$ cat src/hw/rtl/fsgs_pkg.sv
// Shared types and constants for the falling-sand grid step block.
package fsgs_pkg;

  localparam logic [1:0] CMD_PAINT  = 2'd0;
  localparam logic [1:0] CMD_STEP   = 2'd1;
  localparam logic [1:0] CMD_READ   = 2'd2;
  localparam logic [1:0] CMD_UNUSED = 2'd3;

  localparam logic [1:0] MAT_EMPTY = 2'd0;
  localparam logic [1:0] MAT_SAND  = 2'd1;
  localparam logic [1:0] MAT_WATER = 2'd2;
  localparam logic [1:0] MAT_WOOD  = 2'd3;

  typedef struct packed {
    logic       moved;
    logic [1:0] mat;
  } cell_t;

  // Datapath address selects.
  typedef enum logic [2:0] {
    TGT_SRC = 3'd0,
    TGT_D   = 3'd1,
    TGT_DR  = 3'd2,
    TGT_DL  = 3'd3,
    TGT_R   = 3'd4,
    TGT_L   = 3'd5,
    TGT_CMD = 3'd6
  } tgt_t;

  typedef struct packed {
    logic       clr_start;
    logic       clr_adv;
    logic       sw_start;
    logic       sw_adv;
    logic       rd_en;
    tgt_t       rd_tgt;
    logic       wr_en;
    tgt_t       wr_tgt;
    logic [2:0] wr_sel;   // 0 zero, 1 moved sand, 2 moved water, 3 read mat, 4 tgt mat, 5 paint
    logic       hold_src;
    logic       hold_tgt;
    logic       out_fire;
    logic       out_rd;
  } dp_cmd_t;

  localparam logic [2:0] WS_ZERO  = 3'd0;
  localparam logic [2:0] WS_SAND  = 3'd1;
  localparam logic [2:0] WS_WATER = 3'd2;
  localparam logic [2:0] WS_RDM   = 3'd3;
  localparam logic [2:0] WS_TGTM  = 3'd4;
  localparam logic [2:0] WS_PAINT = 3'd5;

  typedef struct packed {
    logic       clr_last;
    logic       sw_last;
    logic       in_grid;
    cell_t      src;
    cell_t      rdat;
    logic       has_below;
    logic       has_right;
    logic       has_left;
  } dp_stat_t;

endpackage

$ cat src/hw/rtl/fsgs_ctrl.sv
// Controller state machine for commands, clearing pass and sweep.
module fsgs_ctrl (
  input  logic               clk,
  input  logic               rst,
  input  logic               start,
  input  logic [1:0]         cmd_in,
  input  fsgs_pkg::dp_stat_t stat,
  output fsgs_pkg::dp_cmd_t  cmd,
  output logic               busy
);
  import fsgs_pkg::*;

  typedef enum logic [10:0] {
    S_CLR   = 11'b00000000001,
    S_IDLE  = 11'b00000000010,
    S_PRD   = 11'b00000000100,
    S_PWR   = 11'b00000001000,
    S_RRD   = 11'b00000010000,
    S_SRD   = 11'b00000100000,
    S_SEVAL = 11'b00001000000,
    S_TRD   = 11'b00010000000,
    S_TEVAL = 11'b00100000000,
    S_MOVE  = 11'b01000000000,
    S_NEXT  = 11'b10000000000
  } state_t;

  state_t state, state_next;
  tgt_t   t, t_next;
  logic [1:0] op;

  always_ff @(posedge clk) begin
    if (rst) begin
      state <= S_CLR;
      t     <= TGT_D;
      op    <= CMD_PAINT;
    end else begin
      state <= state_next;
      t     <= t_next;
      if (start && !busy) op <= cmd_in;
    end
  end

  // Next target in try order; TGT_SRC means none left.
  function automatic tgt_t next_try(tgt_t cur, logic water, dp_stat_t s);
    tgt_t n;
    n = TGT_SRC;
    case (cur)
      TGT_D:  n = (s.has_below && s.has_right) ? TGT_DR
                : (s.has_below && s.has_left) ? TGT_DL
                : (water && s.has_right) ? TGT_R
                : (water && s.has_left) ? TGT_L : TGT_SRC;
      TGT_DR: n = (s.has_below && s.has_left) ? TGT_DL
                : (water && s.has_right) ? TGT_R
                : (water && s.has_left) ? TGT_L : TGT_SRC;
      TGT_DL: n = (water && s.has_right) ? TGT_R
                : (water && s.has_left) ? TGT_L : TGT_SRC;
      TGT_R:  n = s.has_left ? TGT_L : TGT_SRC;
      default: n = TGT_SRC;
    endcase
    return n;
  endfunction

  function automatic tgt_t first_try(logic water, dp_stat_t s);
    tgt_t n;
    if (s.has_below) n = TGT_D;
    else n = next_try(TGT_D, water, s);
    return n;
  endfunction

  logic water, ok;
  assign water = (stat.src.mat == MAT_WATER);
  assign ok = water ? (stat.rdat.mat == MAT_EMPTY)
                    : (stat.rdat.mat == MAT_EMPTY || stat.rdat.mat == MAT_WATER);

  always_comb begin
    state_next = state;
    t_next     = t;
    cmd        = '0;
    cmd.rd_tgt = TGT_SRC;
    cmd.wr_tgt = TGT_SRC;
    busy       = 1'b1;
    unique case (state)
      S_CLR: begin
        cmd.wr_en   = 1'b1;
        cmd.wr_sel  = WS_ZERO;
        cmd.clr_adv = 1'b1;
        if (stat.clr_last) state_next = S_IDLE;
      end
      S_IDLE: begin
        busy = 1'b0;
        if (start) begin
          unique case (cmd_in)
            CMD_PAINT: state_next = S_PRD;
            CMD_READ:  state_next = S_RRD;
            CMD_STEP: begin
              cmd.sw_start = 1'b1;
              state_next   = S_SRD;
            end
            default: begin
              cmd.out_fire = 1'b1;
            end
          endcase
        end
      end
      S_PRD: begin
        cmd.rd_tgt = TGT_CMD;
        state_next = S_PWR;
      end
      S_PWR: begin
        cmd.hold_src = 1'b1;
        state_next   = S_NEXT;
      end
      S_RRD: begin
        cmd.rd_tgt = TGT_CMD;
        state_next = S_NEXT;
      end
      S_SRD: begin
        cmd.rd_tgt = TGT_SRC;
        state_next = S_SEVAL;
      end
      S_SEVAL: begin
        cmd.hold_src = 1'b1;
        if (stat.rdat.moved) begin
          cmd.wr_en  = 1'b1;
          cmd.wr_tgt = TGT_SRC;
          cmd.wr_sel = WS_RDM;
          state_next = S_NEXT;
        end else if (stat.rdat.mat == MAT_SAND && stat.has_below) begin
          t_next     = TGT_D;
          state_next = S_TRD;
        end else if (stat.rdat.mat == MAT_WATER &&
                     first_try(1'b1, stat) != TGT_SRC) begin
          t_next     = first_try(1'b1, stat);
          state_next = S_TRD;
        end else begin
          state_next = S_NEXT;
        end
      end
      S_TRD: begin
        cmd.rd_tgt = t;
        state_next = S_TEVAL;
      end
      S_TEVAL: begin
        cmd.hold_tgt = 1'b1;
        if (ok) begin
          cmd.wr_en  = 1'b1;
          cmd.wr_tgt = t;
          cmd.wr_sel = water ? WS_WATER : WS_SAND;
          state_next = S_MOVE;
        end else if (next_try(t, water, stat) != TGT_SRC) begin
          t_next     = next_try(t, water, stat);
          state_next = S_TRD;
        end else begin
          state_next = S_NEXT;
        end
      end
      S_MOVE: begin
        cmd.wr_en  = 1'b1;
        cmd.wr_tgt = TGT_SRC;
        cmd.wr_sel = water ? WS_ZERO : WS_TGTM;
        state_next = S_NEXT;
      end
      S_NEXT: begin
        if (op == CMD_STEP) begin
          if (stat.sw_last) begin
            cmd.out_fire = 1'b1;
            state_next   = S_IDLE;
          end else begin
            cmd.sw_adv = 1'b1;
            state_next = S_SRD;
          end
        end else if (op == CMD_PAINT) begin
          if (stat.in_grid) begin
            cmd.wr_en  = 1'b1;
            cmd.wr_tgt = TGT_CMD;
            cmd.wr_sel = WS_PAINT;
          end
          cmd.out_fire = 1'b1;
          state_next   = S_IDLE;
        end else begin
          cmd.out_fire = 1'b1;
          cmd.out_rd   = stat.in_grid;
          state_next   = S_IDLE;
        end
      end
      default: state_next = S_IDLE;
    endcase
    if (rst) begin
      cmd           = '0;
      cmd.rd_tgt    = TGT_SRC;
      cmd.wr_tgt    = TGT_SRC;
      cmd.clr_start = 1'b1;
      busy          = 1'b1;
    end
  end
endmodule

$ cat config.mk
export PLATFORM = sky130hd
export DESIGN_NAME = fsgs_ctrl
export DESIGN_NICKNAME = d
export VERILOG_FILES = /design/src/hw/rtl/fsgs_pkg.sv /design/src/hw/rtl/fsgs_ctrl.sv
export SDC_FILE = /design/constraint.sdc
export NUM_CORES = 1
export LEC_CHECK = 0
export BUFFER_PORTS_ARGS = -buffer_cell sky130_fd_sc_hd__buf_2
export CAP_MARGIN = 20
export CORE_ASPECT_RATIO = 1.75
export CORE_MARGIN = 4
export CORE_UTILIZATION = 50
export CTS_BUF_LIST = sky130_fd_sc_hd__clkbuf_8
export DETAILED_ROUTE_END_ITERATION = 7
export HOLD_SLACK_MARGIN = 0.06
export PLACE_DENSITY = 0.83
export SYNTH_ARGS = -nofsm -noshare
export SYNTH_HDL_FRONTEND = slang
export SYNTH_SLANG_ARGS = --single-unit
$ cat constraint.sdc
create_clock -name clk -period 2.3 [get_ports clk]
set_input_delay 0.69 -clock clk [delete_from_list [all_inputs] [get_ports clk]]
set_output_delay 0.69 -clock clk [all_outputs]
set_load 0.03 [all_outputs]
; After elaboration in Yosys (flattened, before gate mapping)
; Index checks and enable logic that the tools add are counted.
[totals]
reg_bits = 16
inputBits = 17
word_cells = 117
[op_classes]
n_eq_ne = 28
mux = 64
reduce_logical = 22
[op_table]
columns = operator, n
row1 = $pmux W11 S9, 1
row2 = $mux W11, 8
row3 = $mux W3, 20
row4 = $mux W7, 5
row5 = $pmux W11 S3, 1
row6 = $pmux W3 S4, 2
row7 = $mux W1, 19
row8 = $mux W19, 1
row9 = $pmux W3 S2, 2
row10 = $eq A11 B1 Y1 const B, 1
row11 = $eq A11 B10 Y1 const B, 1
row12 = $eq A11 B11 Y1 const B, 1
row13 = $eq A11 B2 Y1 const B, 1
row14 = $eq A11 B3 Y1 const B, 1
row15 = $eq A11 B4 Y1 const B, 1
row16 = $eq A11 B5 Y1 const B, 1
row17 = $eq A11 B6 Y1 const B, 1
row18 = $eq A11 B7 Y1 const B, 1
row19 = $eq A11 B8 Y1 const B, 1
row20 = $eq A11 B9 Y1 const B, 1
row21 = $ne A2 B2 Y1 const B, 5
row22 = $pmux W3 S3, 1
row23 = $logic_and A1 B1 Y1, 7
row24 = $eq A2 B1 Y1 const B, 3
row25 = other kinds (19), 28

; Logic depth before layout (Yosys ltp)
; Gate-level depths: netlist of run 1.
[depth]
depth_word = 14
mapped_depth = 7
mapped_depth_nobuf = 7

; Worst setup path before layout of run 1
; No wires, ideal clock.
[synth_path]
path_type = reg2out
start = reg state[2]
end = out cmd[10] (netlist name)
t_arrival_ns = 2.399
t_required_ns = 1.610
setup_slack_ns = -0.789
path_stages_with_launch = 6
n_path_buf = 1
cell_sequence = dfxtp_1 > clkbuf_8 > nor4_1 > nand3_1 > nor4b_1 > a21o_1
[synth_rtl]
columns = element, line_no
row1 = from (decl), fsgs_ctrl.sv:27  ; state_t state, state_next;
row2 = from (signal assigned), fsgs_ctrl.sv:37  ; state <= state_next;
row3 = to (decl), fsgs_ctrl.sv:8  ; output fsgs_pkg::dp_cmd_t cmd,

==> impl_metrics.csv, run 1 <==
group,metric,value,unit
power_and_ir_drop,p_sw,0.000253,W
timing,hold_viol,0,
synth,postSynth.asyncResetShare,0,
power_and_ir_drop,p_leak,1.07,nW
power_and_ir_drop,pwr-share-seq,0.361,
timing,drv_slew,0,
critical_path,crit_path_end_kind,"output pin",
synth,ys_seq_elements,16,
floorplanning,rows,26,
power_and_ir_drop,ir_worst_vdd,0.404,mV
clock_tree,path_clk_slew,0.07,ns
route,wire_per_inst,19.9,µm
power_and_ir_drop,clkPwrFrac,0.327,
place,hpwl,3520,µm
timing,rsz0062_at_grt,"true",
synth,synth_cell_types,60,
clock_tree,cts_tree,"yes",
power_and_ir_drop,switching_share,0.313,
power_and_ir_drop,pwr-share-comb,0.312,
outcome,violations,"negative setup slack",
floorplanning,io_pins,37,
route,drtIter0Drc,93,
timing,fmaxAchievable,0.377,GHz
power_and_ir_drop,finalPower,0.000807,W
global_route,grt_max_degree,15,
timing,max_slew.worst_pin.slew,0.577,ns
global_route,grt_pass1_vias,1839,
synth,netlist_area,1530,µm²
route,vias_per_cell,6.35,
clock_tree,clk_latency,0.26,ns
global_route,grt_pass1_wl,8580,µm
final_layout,drive_above_1_share,0.520,
critical_path,worstPathCellList,"nor4_4, buf_4, buf_6, nand4_1, buf_4, a21boi_2, buf_6",
route,wl,6020,µm
place,gp_congestion,0.815,
critical_path,slowest_stage,"dfxtp_2",
final_layout,final_common_cell,"buf_4",
place,port_buffers,34,
synth,ys_seq_area_frac,0.210,
final_layout,fin_nets,295,
floorplanning,initial_utilization,0.521,
critical_path,critPathKind,"flop to output pin",
outcome,status,"complete, but fails checks",
clock_tree,cts_max_level,1,
floorplanning,fp.dieW,49.8,µm
timing,fin_crit_sh,1.15,
synth,synthCells,194,
clock_tree,root_buffer,"clkbuf_8",
power_and_ir_drop,p_per_area,333,nW/µm²
critical_path,cp.arrival,1.96,ns
final_layout,design_area,2420,µm²
synth,synthesis.nets,215,
synth,syn_avg_cell_area,7.86,µm²
clock_tree,cts_sinks,16,
critical_path,slowest_delay,0.35,ns
critical_path,critical_path_required,1.61,ns
global_route,track_usage,0.278,
route,ant_nets,0,
clock_tree,clock_path_buffers,2,
global_route,antenna_found_initial,0,
place,dpl-instance-area,1980,µm²
floorplanning,fp.dieH,81.1,µm
timing,setup_viol,17,
global_route,grt_overflow,0,
timing,relSlewSlack,0.615,
final_layout,area_growth,58.7,%
flow_run,cap_violations,0,
synth,synth_edf_count,0,
timing,fin_tns_setup,-3.50,ns
floorplanning,design.die.area,4030,µm²
route,drc,0,
timing,min_period,2.65,ns
critical_path,crit_path_max_fanout,5,
critical_path,start_kind,"flop",
route,num_vias,1918,
clock_tree,numCtsBuffers,3,
synth,ys_warn_count,0,
floorplanning,core,2930,µm²
final_layout,n_fill_cell,167,
route,firstDrtPassIters,4,
synth,synthFlopType,"dfxtp_1",
power_and_ir_drop,intPower,0.000554,W
min_path,hold_path.class,"flop to flop",
timing,finClkSkew,0.00921,ns
timing,setup_ws,-0.355,ns
final_layout,mostFrequentLayoutCells,"54 x buf_4, 17 x buf_6, 16 x buf_2",
-- final timing paths --
check	startpoint	endpoint	slack [ns]	depth (start not counted)
min	op[0]$_SDFFE_PP0P_	op[0]$_SDFFE_PP0P_	0.49	2
max	state[7]$_SDFFE_PP0P_	cmd[6]	-0.35	7
min reg2reg	op[0]$_SDFFE_PP0P_	op[0]$_SDFFE_PP0P_	0.49	2
max reg2reg	state[7]$_SDFFE_PP0P_	t[0]$_SDFFE_PP1P_	0.36	9
-- stage by stage --
step / instances / hold WS, ns / utilization / worst slack (ns)
final: 302 / 0.490 / 0.826 / -0.355
after global routing: 301 / 0.523 / 0.826 / -0.413
after CTS: 294 / 0.488 / 0.797 / -0.272
after detailed placement: 283 / 0.478 / 0.676 / -0.311
after global placement: 283 / 0.460 / 0.676 / -0.264
after floorplan: 194 / 0.450 / - / -0.205
-- synth_stat cells (all sizes together) (3+ instances only) --
master	instances	area (µm²)
ha	4	50.1
clkbuf	9	95.1
nor2	15	56.3
inv	8	30.0
a21oi	16	87.6
a21o	3	23.8
xor2	4	35.0
nand4b	3	26.3
dfxtp	16	320
a31oi	3	18.8
o21ai	7	35.0
nand4	5	37.5
buf	4	33.8
nand2	14	52.6
nand3	8	45.0
nor3	14	75.1
nor3b	6	45.0
nor4	6	67.6
nand2b	6	37.5
nor2b	7	43.8
-- timing repair --
item | CTS | global route
hold buffers | 0 | 0
resized for setup | 64 | 12
pin swaps | 11 | 6
buffers inserted | 8 | 7
setup endpoints to repair | 17 | 18
-- layer usage --
layer	routed length, µm	up-vias	share of wire	global-route usage
met2	3420	84	0.57	0.546
met3	263	28	0.044	0.0220
li1	-	868	-	-
met5	0	-	0	0
met1	2110	938	0.35	0.287
met4	229	0	0.038	0.136
-- worst max-delay path: cells and delay by family (launching register included) --
family / cells / cell delay (ns)
flip-flops: 1 / 0.35
AND/OR/NAND/NOR: 2 / 0.48
buffers and inverters: 4 / 0.72
AO/OA/AOI/OAI: 1 / 0.16
-- sequential cells by signal, indices dropped and copies added (netlist names) --
signal,count
t,3
state,11
op,2
-- power groups by stage --
stage	Combinational [W]	Sequential [W]	Clock, W
5_1_grt	0.000268	0.000291	0.000272
4_1_cts	0.000230	0.000291	0.000259
3_3_place_gp	0.000185	0.000296	0
6_report	0.000252	0.000291	0.000264
2_1_floorplan	0.000114	0.000297	0
3_5_place_dp	0.000189	0.000296	0
-- layout make-up --
type	count	area [µm²]	area share
Clock buffer	4	55.1	0.0228
Inverter	8	30.0	0.0124
Multi-Input combinational cell	157	1270	0.524
Tap cell	28	35.0	0.0145
Sequential cell	16	333	0.138
Timing Repair Buffer	88	697	0.288
Antenna cell	1	2.50	0.00103
-- cells by family after synthesis --
logic type | synth area share
XOR/XNOR | 0.0345
buffers and inverters | 0.104
AO/OA/AOI/OAI | 0.219
adder cells (fa/ha/maj) | 0.0328
multiplexers | 0.00656
AND/OR/NAND/NOR | 0.390
other | 0.00246
flip-flops | 0.210
Note: power is estimated with default switching activity, not from simulation.
==> run 2: changes to the inputs <==
- CORE_UTILIZATION: 50 -> 49
- PLACE_DENSITY: 0.83 -> 0.82
- SKIP_LAST_GASP: unset -> 1
==> impl_metrics.csv, run 2 (synthesized netlist as in run 1, its figures left out) <==
group,metric,value,unit
final_layout,largest_register_ffs,11,
floorplanning,fp.dieH,81.8,µm
route,firstDrtPassIters,4,
timing,rsz0062_at_grt,"true",
place,hpwl,3590,µm
global_route,grt_max_degree,15,
global_route,track_usage,0.254,
power_and_ir_drop,ir_worst_vdd,0.386,mV
global_route,grt_overflow,0,
timing,min_period,2.65,ns
route,wire_per_inst,17.2,µm
timing,setup_ws,-0.351,ns
clock_tree,cts_tree,"yes",
timing,relSlewSlack,0.618,
route,wl,5390,µm
critical_path,critPathKind,"flop to output pin",
critical_path,cp.arrival,1.96,ns
min_path,hold_path_end,"op[0]$_SDFFE_PP0P_",
clock_tree,clk_latency,0.26,ns
final_layout,drive_above_1_share,0.506,
timing,setup_viol,16,
place,gp_congestion,0.893,
critical_path,reg2reg_to,"t[0]$_SDFFE_PP1P_",
clock_tree,root_buffer,"clkbuf_8",
timing,fmaxAchievable,0.377,GHz
critical_path,start_kind,"flop",
flow_run,cap_violations,0,
min_path,holdPathStages,2,
route,num_vias,1861,
final_layout,area_growth,56.2,%
global_route,grt_pass1_vias,1722,
critical_path,crit_path_max_fanout,6,
final_layout,regArea,342,µm²
timing,drv_slew,0,
floorplanning,initial_utilization,0.515,
clock_tree,cts_sinks,16,
timing,hold_viol,0,
critical_path,r2r_start,"t[1]$_SDFFE_PP0P_",
power_and_ir_drop,p_leak,1.03,nW
clock_tree,numCtsBuffers,3,
route,drtIter0Drc,73,
clock_tree,clock_path_buffers,2,
outcome,violations,"negative setup slack",
final_layout,mostFrequentLayoutCells,"52 x buf_4, 18 x buf_2, 16 x buf_6",
clock_tree,path_clk_slew,0.06,ns
floorplanning,design.die.area,4100,µm²
final_layout,antenna_cells,0,
route,vias_per_cell,5.95,
place,port_buffers,34,
floorplanning,core,2960,µm²
timing,finClkSkew,0.00663,ns
final_layout,multi_input_area,1240,µm²
floorplanning,io_pins,37,
floorplanning,rows,26,
route,drc,0,
global_route,grt_pass1_wl,7900,µm
final_layout,final_common_cell,"buf_4",
floorplanning,fp.dieW,50.2,µm
power_and_ir_drop,p_per_area,326,nW/µm²
global_route,antenna_found_initial,0,
final_layout,reg_top3,"state (11), t (3), op (2)",
timing,max_slew.worst_pin.slew,0.573,ns
final_layout,n_fill_cell,166,
min_path,hold_path.class,"flop to flop",
critical_path,r2r_slack,0.42,ns
critical_path,critical_path_required,1.61,ns
timing,fin_crit_sh,1.15,
route,ant_nets,0,
critical_path,r2r_cells,5,
outcome,status,"complete, but fails checks",
clock_tree,cts_max_level,1,
critical_path,crit_path_end_kind,"output pin",
clock_tree,postCtsHoldBufs,0,
power_and_ir_drop,finalPower,0.000778,W
final_layout,fin_nets,293,
min_path,min_from,"op[0]$_SDFFE_PP0P_",
final_layout,top_register,"state",
timing,whs,0.507,ns
run 2: changes by cell type in the layout (fill, tap and decap cells not counted), sizes merged:
cell,delta
buf,-2
diode,-1
run 2: what timing repair did:
action | CTS | global route
setup endpoints to repair | 17 | 17
gates resized for setup | 47 | 25
pin swaps | 4 | 13
buffers inserted | 10 | 9
run 2: worst max-delay path, stage by stage, from the launching register on:
cell and delay, ns:
dfxtp_4 0.36, nor4_4 0.27, buf_4 0.18, and4b_1 0.24, and2_4 0.17, buf_6 0.11, nand2_2 0.07, a21oi_4 0.16
buf_6 0.14
run 2: final cells by class:
| type | instances | area share |
|---|---|---|
| Timing Repair Buffer | 86 | 0.277 |
| Inverter | 8 | 0.0126 |
| Clock buffer | 4 | 0.0231 |
| Sequential cell | 16 | 0.143 |
| Tap cell | 42 | 0.0221 |
| Multi-Input combinational cell | 157 | 0.522 |
run 2: where the power goes:
group | internal, W | switching [W] | leakage [nW] | total, W
clock network | 0.000152 | 0.000104 | 0.0288 | 0.000256
logic | 0.000111 | 0.000123 | 0.868 | 0.000234
registers | 0.000280 | 0.00000763 | 0.135 | 0.000287
total | 0.000543 | 0.000234 | 1.03 | 0.000778
run 2: per-layer routing:
metal  share of wire  vias up  global-route usage
met5               0        -                   0
met4           0.044        0               0.130
met3           0.045       26              0.0309
met2            0.57       83               0.514
met1            0.35      888               0.241
li1                -      864                   -
run 2: worst max-delay path by stage:
stage                           from       to
2_1_floorplan                stat[7]  cmd[10]
5_1_grt        state[2]$_SDFFE_PP0P_   cmd[5]
3_3_place_gp                 stat[7]  cmd[10]
4_1_cts        state[7]$_SDFFE_PP0P_   cmd[8]
6_report       state[2]$_SDFFE_PP0P_   cmd[9]
3_5_place_dp                 stat[7]  cmd[10]
run 2: stage by stage:
| stage | worst slack (ns) | std cells | util | TNS [ns] | area (µm²) |
|---|---|---|---|---|---|
| floorplan | -0.205 | 194 | - | -1.25 | 1600 |
| global placement | -0.248 | 291 | 0.659 | -0.757 | 1950 |
| detailed placement | -0.263 | 291 | 0.659 | -0.880 | 1950 |
| CTS | -0.303 | 305 | 0.758 | -2.81 | 2240 |
| global route | -0.418 | 313 | 0.805 | -4.91 | 2380 |
| finish | -0.351 | 313 | 0.805 | -3.64 | 2380 |
